==> config.mk <==
export PLATFORM = sky130hd
export DESIGN_NAME = json_string_unescape_utf8
export DESIGN_NICKNAME = d
export VERILOG_FILES = /design/src/rtl/jsu_pkg.sv /design/src/rtl/json_string_unescape_utf8.sv /design/src/rtl/jsu_decode.sv /design/src/rtl/jsu_outq.sv
export SDC_FILE = /design/constraint.sdc
export NUM_CORES = 1
export LEC_CHECK = 0
export BUFFER_PORTS_ARGS = -buffer_cell sky130_fd_sc_hd__buf_2
export CAP_MARGIN = 30
export CORE_ASPECT_RATIO = 1.25
export CORE_MARGIN = 4
export CORE_UTILIZATION = 60
export DETAILED_ROUTE_END_ITERATION = 12
export GPL_TIMING_DRIVEN = 0
export PLACE_DENSITY = 0.79
export SYNTH_ARGS = -nofsm -noshare
export SYNTH_HDL_FRONTEND = slang
export SYNTH_SLANG_ARGS = --single-unit
export TNS_END_PERCENT = 30
==> constraint.sdc <==
create_clock -name i_clk -period 5.3 [get_ports i_clk]
set_clock_uncertainty 0.15 [all_clocks]
set_input_delay 0.795 -clock i_clk [delete_from_list [all_inputs] [get_ports i_clk]]
set_output_delay 0.795 -clock i_clk [all_outputs]
set_load 0.01 [all_outputs]
==> src/rtl/jsu_pkg.sv <==
// Shared types and constants for the JSON string unescaper.
package jsu_pkg;

    typedef struct packed {
        logic [7:0] data_byte;
        logic       text_end;
    } t_in_item;

    typedef struct packed {
        logic [7:0] out_byte;
        logic       string_done;
        logic       error;
    } t_out_item;

    // Results produced by one input transaction, up to three bytes.
    typedef struct packed {
        logic [1:0] count;
        t_out_item  b0;
        t_out_item  b1;
        t_out_item  b2;
    } t_push;

    typedef enum logic [3:0] {
        MODE_IDLE = 4'b0001,
        MODE_STR  = 4'b0010,
        MODE_ESC  = 4'b0100,
        MODE_HEX  = 4'b1000
    } t_mode;

    localparam logic [7:0]  CH_QUOTE = 8'h22;
    localparam logic [7:0]  CH_BSL   = 8'h5C;
    localparam logic [7:0]  CH_N     = 8'h6E;
    localparam logic [7:0]  CH_T     = 8'h74;
    localparam logic [7:0]  CH_R     = 8'h72;
    localparam logic [7:0]  CH_B     = 8'h62;
    localparam logic [7:0]  CH_F     = 8'h66;
    localparam logic [7:0]  CH_U     = 8'h75;

    localparam logic [7:0]  UTF8_LEAD2 = 8'hC0;
    localparam logic [7:0]  UTF8_LEAD3 = 8'hE0;
    localparam logic [7:0]  UTF8_CONT  = 8'h80;
    localparam logic [5:0]  UTF8_MASK  = 6'h3F;
    localparam logic [15:0] CP_ONE_MAX = 16'h0080;
    localparam logic [15:0] CP_TWO_MAX = 16'h0800;

    localparam logic [1:0]  HEX_LAST  = 2'd3;
    localparam logic [2:0]  Q_DEPTH   = 3'd4;
    localparam logic [2:0]  Q_ACC_MAX = 3'd1;

endpackage

==> src/rtl/json_string_unescape_utf8.sv <==
// Each result byte is registered in the result queue before it appears on the output.
// Throughput: one input byte per cycle while o_in_stall is low; a \u escape yielding three
// UTF-8 bytes can stall the input while the four-entry result queue drains.
// Input stall is set whenever the queue holds two or more bytes.
// Reset (synchronous, active low) returns to waiting for an opening quote, queue empty.
module json_string_unescape_utf8 import jsu_pkg::*; (
    input  logic      i_clk,
    input  logic      i_rst_n,
    input  logic      i_in_valid,
    output logic      o_in_stall,
    input  t_in_item  i_in_data,
    output logic      o_out_valid,
    input  logic      i_out_stall,
    output t_out_item o_out_data
);

    logic  accept;
    t_push push;

    assign accept = i_in_valid && !o_in_stall;

    jsu_decode u_decode (
        .i_clk    (i_clk),
        .i_rst_n  (i_rst_n),
        .i_accept (accept),
        .i_item   (i_in_data),
        .o_push   (push)
    );

    jsu_outq u_outq (
        .i_clk     (i_clk),
        .i_rst_n   (i_rst_n),
        .i_push_en (accept),
        .i_push    (push),
        .o_full    (o_in_stall),
        .o_valid   (o_out_valid),
        .i_stall   (i_out_stall),
        .o_item    (o_out_data)
    );

endmodule

==> src/rtl/jsu_decode.sv <==
// Escape decoder: parse state and per-byte result generation.
module jsu_decode import jsu_pkg::*; (
    input  logic     i_clk,
    input  logic     i_rst_n,
    input  logic     i_accept,
    input  t_in_item i_item,
    output t_push    o_push
);

    t_mode       r_mode, n_mode;
    logic [1:0]  r_hex, n_hex;
    logic [15:0] r_cp, n_cp;
    logic [3:0]  hv;
    logic [15:0] cp_full;
    logic [7:0]  c;

    function automatic logic [3:0] hex_value(input logic [7:0] ch);
        logic [3:0] v;
        v = 4'd0;
        if (ch >= 8'h30 && ch <= 8'h39) v = 4'(ch - 8'h30);
        else if (ch >= 8'h61 && ch <= 8'h66) v = 4'(ch - 8'h57);
        else if (ch >= 8'h41 && ch <= 8'h46) v = 4'(ch - 8'h37);
        return v;
    endfunction

    function automatic t_out_item mk(input logic [7:0] b, input logic d, input logic e);
        t_out_item o;
        o.out_byte    = b;
        o.string_done = d;
        o.error       = e;
        return o;
    endfunction

    assign c       = i_item.data_byte;
    assign hv      = hex_value(c);
    assign cp_full = {r_cp[11:0], hv};

    always_comb begin
        n_mode = r_mode;
        n_hex  = r_hex;
        n_cp   = r_cp;
        o_push = '0;
        if (i_item.text_end) begin
            n_mode       = MODE_IDLE;
            n_hex        = '0;
            n_cp         = '0;
            o_push.count = 2'd1;
            o_push.b0    = mk(8'h00, 1'b0, 1'b1);
        end else begin
            case (r_mode)
                MODE_IDLE: begin
                    if (c == CH_QUOTE) begin
                        n_mode = MODE_STR;
                    end else begin
                        o_push.count = 2'd1;
                        o_push.b0    = mk(8'h00, 1'b0, 1'b1);
                    end
                end
                MODE_STR: begin
                    if (c == CH_QUOTE) begin
                        n_mode       = MODE_IDLE;
                        o_push.count = 2'd1;
                        o_push.b0    = mk(8'h00, 1'b1, 1'b0);
                    end else if (c == CH_BSL) begin
                        n_mode = MODE_ESC;
                    end else begin
                        o_push.count = 2'd1;
                        o_push.b0    = mk(c, 1'b0, 1'b0);
                    end
                end
                MODE_ESC: begin
                    if (c == CH_U) begin
                        n_mode = MODE_HEX;
                        n_hex  = '0;
                        n_cp   = '0;
                    end else begin
                        n_mode       = MODE_STR;
                        o_push.count = 2'd1;
                        case (c)
                            CH_N:    o_push.b0 = mk(8'h0A, 1'b0, 1'b0);
                            CH_T:    o_push.b0 = mk(8'h09, 1'b0, 1'b0);
                            CH_R:    o_push.b0 = mk(8'h0D, 1'b0, 1'b0);
                            CH_B:    o_push.b0 = mk(8'h08, 1'b0, 1'b0);
                            CH_F:    o_push.b0 = mk(8'h0C, 1'b0, 1'b0);
                            default: o_push.b0 = mk(c, 1'b0, 1'b0);
                        endcase
                    end
                end
                MODE_HEX: begin
                    if (r_hex != HEX_LAST) begin
                        n_cp  = cp_full;
                        n_hex = r_hex + 2'd1;
                    end else begin
                        n_mode = MODE_STR;
                        n_hex  = '0;
                        n_cp   = '0;
                        if (cp_full < CP_ONE_MAX) begin
                            o_push.count = 2'd1;
                            o_push.b0    = mk(cp_full[7:0], 1'b0, 1'b0);
                        end else if (cp_full < CP_TWO_MAX) begin
                            o_push.count = 2'd2;
                            o_push.b0    = mk(UTF8_LEAD2 | {3'b000, cp_full[10:6]},
                                              1'b0, 1'b0);
                            o_push.b1    = mk(UTF8_CONT | {2'b00, cp_full[5:0] & UTF8_MASK},
                                              1'b0, 1'b0);
                        end else begin
                            o_push.count = 2'd3;
                            o_push.b0    = mk(UTF8_LEAD3 | {4'b0000, cp_full[15:12]},
                                              1'b0, 1'b0);
                            o_push.b1    = mk(UTF8_CONT | {2'b00, cp_full[11:6] & UTF8_MASK},
                                              1'b0, 1'b0);
                            o_push.b2    = mk(UTF8_CONT | {2'b00, cp_full[5:0] & UTF8_MASK},
                                              1'b0, 1'b0);
                        end
                    end
                end
                default: begin
                    n_mode = MODE_IDLE;
                    n_hex  = '0;
                    n_cp   = '0;
                end
            endcase
        end
    end

    always_ff @(posedge i_clk) begin
        if (!i_rst_n) begin
            r_mode <= MODE_IDLE;
            r_hex  <= '0;
            r_cp   <= '0;
        end else if (i_accept) begin
            r_mode <= n_mode;
            r_hex  <= n_hex;
            r_cp   <= n_cp;
        end
    end

endmodule

==> src/rtl/jsu_outq.sv <==
// Four-entry result queue: takes up to three bytes per transaction, sends one per cycle unless stalled.
module jsu_outq import jsu_pkg::*; (
    input  logic      i_clk,
    input  logic      i_rst_n,
    input  logic      i_push_en,
    input  t_push     i_push,
    output logic      o_full,
    output logic      o_valid,
    input  logic      i_stall,
    output t_out_item o_item
);

    t_out_item  r_q [4];
    t_out_item  n_q [4];
    logic [2:0] r_cnt, n_cnt;
    logic [2:0] base;
    logic [2:0] add;
    logic       pop;

    assign o_valid = (r_cnt != 3'd0);
    assign o_item  = r_q[0];
    assign pop     = o_valid && !i_stall;
    // Room for a worst-case three-byte transaction, decided from registered count only.
    assign o_full  = (r_cnt > Q_ACC_MAX);
    assign base    = r_cnt - {2'b00, pop};
    assign add     = i_push_en ? {1'b0, i_push.count} : 3'd0;
    assign n_cnt   = base + add;

    always_comb begin
        logic [2:0] off;
        for (int i = 0; i < 4; i++) begin
            if (pop && i < 3) n_q[i] = r_q[i + 1];
            else              n_q[i] = r_q[i];
            off = 3'(i) - base;
            if (3'(i) >= base && off < add) begin
                case (off)
                    3'd0:    n_q[i] = i_push.b0;
                    3'd1:    n_q[i] = i_push.b1;
                    default: n_q[i] = i_push.b2;
                endcase
            end
        end
    end

    always_ff @(posedge i_clk) begin
        if (!i_rst_n) begin
            r_cnt <= '0;
        end else begin
            r_cnt <= (n_cnt > Q_DEPTH) ? Q_DEPTH : n_cnt;
        end
    end

    always_ff @(posedge i_clk) begin
        for (int i = 0; i < 4; i++) begin
            r_q[i] <= n_q[i];
        end
    end

endmodule
==> metrics.txt <==
Final Hold Vio Count 0; final setup fails 0; vias in the first global route approximately 4200; CTS tree yes; Sw Ratio 45.4%; ys flop type edfxtp_1; leakage 1.70 nW; Hold Buf Count CTS 0; minimum clock period 4.68 ns; cell internal pwr 1.61 mW; post-synthesis cell area approximately 0.0044 mm²; Starting Density between 60% and 70%; Fillers between 500 and 600; htree depth 3; first-pass GRT wire length 22300 µm; Ys Warns 0; largest cells by area after synthesis edfxtp_1, dfxtp_1, ha_1; Root Driver clkbuf_8; Final #Nets approximately 580; CTS sink cnt between 60 and 70; CP Cell Sequence clkbuf_1 > nor4b_2 > nand2_1 > nor2_1 > nand2_1 > nor2_1 > inv_1 > ha_1 > a211oi_1 > and2_1 > clkbuf_1 > o221ai_1 > o21a_1; Startpoint Class flop; Total Wirelength ~14000 µm; DPL Wire Length 10700 µm; max cap viols 0; clock power share roughly 15%; Slowest-stage cell, CP nor4b_2; Clock Latency Late Sink 0.36 ns; Area Growth Syn to Fin 10.1%; IO Port Bufs 24; Final Slew Violations 0; crit-path max cell delay ~0.55 ns; sw power approximately 1.3 mW; Max clock buf depth 2; die area 0.00877 mm²; Iteration-0 DRC Markers 609; DRT Pass-1 Iters 5; Yosys reg bits slightly above 60; Async SR Flop Fraction 0%; Total GRT Usage around a third; DRC viols 0; sequential power share 30.7%; post-cts sizing count 0; FF/Latch Area roughly 0.0016 mm²; Crit path required time roughly 5.3 ns; setup ws final 0.618 ns; crit path DAT approximately 4.6 ns; VDD IR-drop max 0.325 mV; antenna violations before repair 0; Worst-path clk slew about 0.070 ns; area occupied by multi-input gates approximately 0.0026 mm²; Slew HR between 30% and 40%; total grt overflow 0; min-delay worst type flop to flop; layout cells sized above 1 between 10% and 20%; GP Congestion slightly above 1; worst slack, placed roughly 0.45 ns; Chip Height a little over 100 µm; largest net degree at the start of global routing 12; area share of the largest cell type after synthesis 27.3%; via count 4430; TNS Setup 0 ns; Max Freq roughly 210 MHz; postcts setup bufs 0; family with the most delay on the worst path simple AND/OR/NAND/NOR gates; DIE WIDTH 84.5 µm; Final period util about nine tenths; CP max FO 10; Top Ports 25; n_diodes 0; Crit. End Element flop; EDFF count, synth 40; Logic pwr share between 50 and 60%; CTS Buf Count 9; Unique masters post-synth 73; WP buf/inv 3; CORE AREA 0.00706 mm²; outcome completed; Vias/cell about 7.0; synthesized net count between 500 and 600; Slew @ Worst Pin roughly 0.95 ns; critical path type flop to flop; sequential area share after synthesis between 30% and 40%; row cnt 34; Power Density a little over 600 mW/mm²; synthesized area per cell 8.72 µm²; cell count after synthesis between 500 and 600; dominant cell type by area after synthesis edfxtp_1; post-detailed-route wirelength per cell around 23 µm; Routed Antenna Nets 0; RSZ-0062 raised after global routing false
==> cells in the mapped netlist (8+ instances only) <==
library cell	number
o21ai_1	18
nor3_1	14
a21oi_1	26
and2_1	10
or3_1	8
o221ai_1	9
nand3_1	22
o22ai_1	10
ha_1	23
nor2_1	48
nand2_1	53
o31ai_1	9
o21ai_0	17
inv_1	19
clkbuf_1	19
dfxtp_1	21
edfxtp_1	40
a31oi_1	10
o21a_1	8
==> cells in the final DEF (no fill, tap or decap), types with 4 or more instances in the layout <==
master / count
nor2_1: 48
and2_1: 10
nand2b_1: 7
nand2_1: 53
o22ai_1: 10
a221oi_1: 4
o221ai_1: 9
o21a_1: 8
inv_1: 19
nor2b_1: 6
or3_1: 8
o21ai_0: 17
dfxtp_1: 21
ha_1: 23
o22a_1: 4
nor3_1: 13
clkbuf_8: 9
buf_2: 27
a22oi_1: 5
nand3b_1: 5
nand3_1: 22
a21oi_1: 26
o21ai_1: 18
o211ai_1: 7
o31ai_1: 9
a211oi_1: 5
a21o_1: 5
a31oi_1: 10
clkbuf_1: 19
edfxtp_1: 40
==> worst min-delay path, stage by stage, from the launching register on <==
cell and delay (ns):
dfxtp_1 0.32, nand3_1 0.06, o21ai_1 0.05
==> per-layer routing <==
metal	vias to the layer above	GRT usage, %	share of wire [%]
li1	2013	-	-
met1	2088	38.3	38
met2	271	54.1	49
met3	58	6.99	8.1
met4	0	16.3	4.8
met5	-	0	0
==> path summary, 6_finish.rpt <==
| check | to | from | slack (ns) | cells after the start |
|---|---|---|---|---|
| max reg2reg | u_outq.r_q[0][9] | u_decode.r_mode[0] | 0.62 | 13 |
| max | u_outq.r_q[0][9] | u_decode.r_mode[0] | 0.62 | 13 |
| min reg2reg | u_decode.r_hex[1] | u_decode.r_hex[1] | 0.32 | 2 |
| min | u_decode.r_hex[1] | u_decode.r_hex[1] | 0.32 | 2 |
==> flip-flops by register name (all words and copies together), names as in the netlist <==
signal and cells:
u_decode.r_cp 12, u_decode.r_hex 2, u_decode.r_mode 4, u_outq.r_cnt 3, u_outq.r_q 40
==> logic make-up (layout without fill, tap and decap cells) <==
group / after synthesis / after routing / share of synthesized area, %
buffers and inverters: 45 / 85 / 3.93
flip-flops: 61 / 61 / 36.9
multiplexers: 3 / 3 / 0.683
AO/OA/AOI/OAI: 170 / 170 / 27.2
adder cells (fa/ha/maj): 24 / 24 / 7.00
AND/OR/NAND/NOR: 197 / 197 / 23.2
XOR/XNOR: 4 / 4 / 1.11
==> cell type report <==
cell class	count	area share, %
clock inverter	4	0.517
tap	90	2.33
timing repair buffer	24	2.48
multi-input combinational	398	53.8
sequential	61	33.5
clock buffer	12	3.75
buffer	25	2.02
inverter	20	1.55
==> power by group through the flow <==
| stage | Combinational [mW] | Clock, mW | Sequential [mW] |
|---|---|---|---|
| 6_report | 1.61 | 0.442 | 0.908 |
| 3_3_place_gp | 1.49 | 0 | 0.911 |
| 5_1_grt | 1.73 | 0.459 | 0.924 |
| 2_1_floorplan | 1.06 | 0 | 0.920 |
| 4_1_cts | 1.56 | 0.436 | 0.910 |
| 3_5_place_dp | 1.54 | 0 | 0.920 |
==> stage by stage <==
step	power (mW)	util [%]	cells	area (µm²)	hold WS, ns
2_1_floorplan	1.98	-	504	4390	0.291
3_3_place_gp	2.40	65.5	618	4630	0.307
3_5_place_dp	2.46	65.6	618	4630	0.306
4_1_cts	2.90	68.5	634	4840	0.316
5_1_grt	3.11	68.5	634	4840	0.356
6_report	2.96	68.5	634	4840	0.318
(Power assumes the default switching activity.)
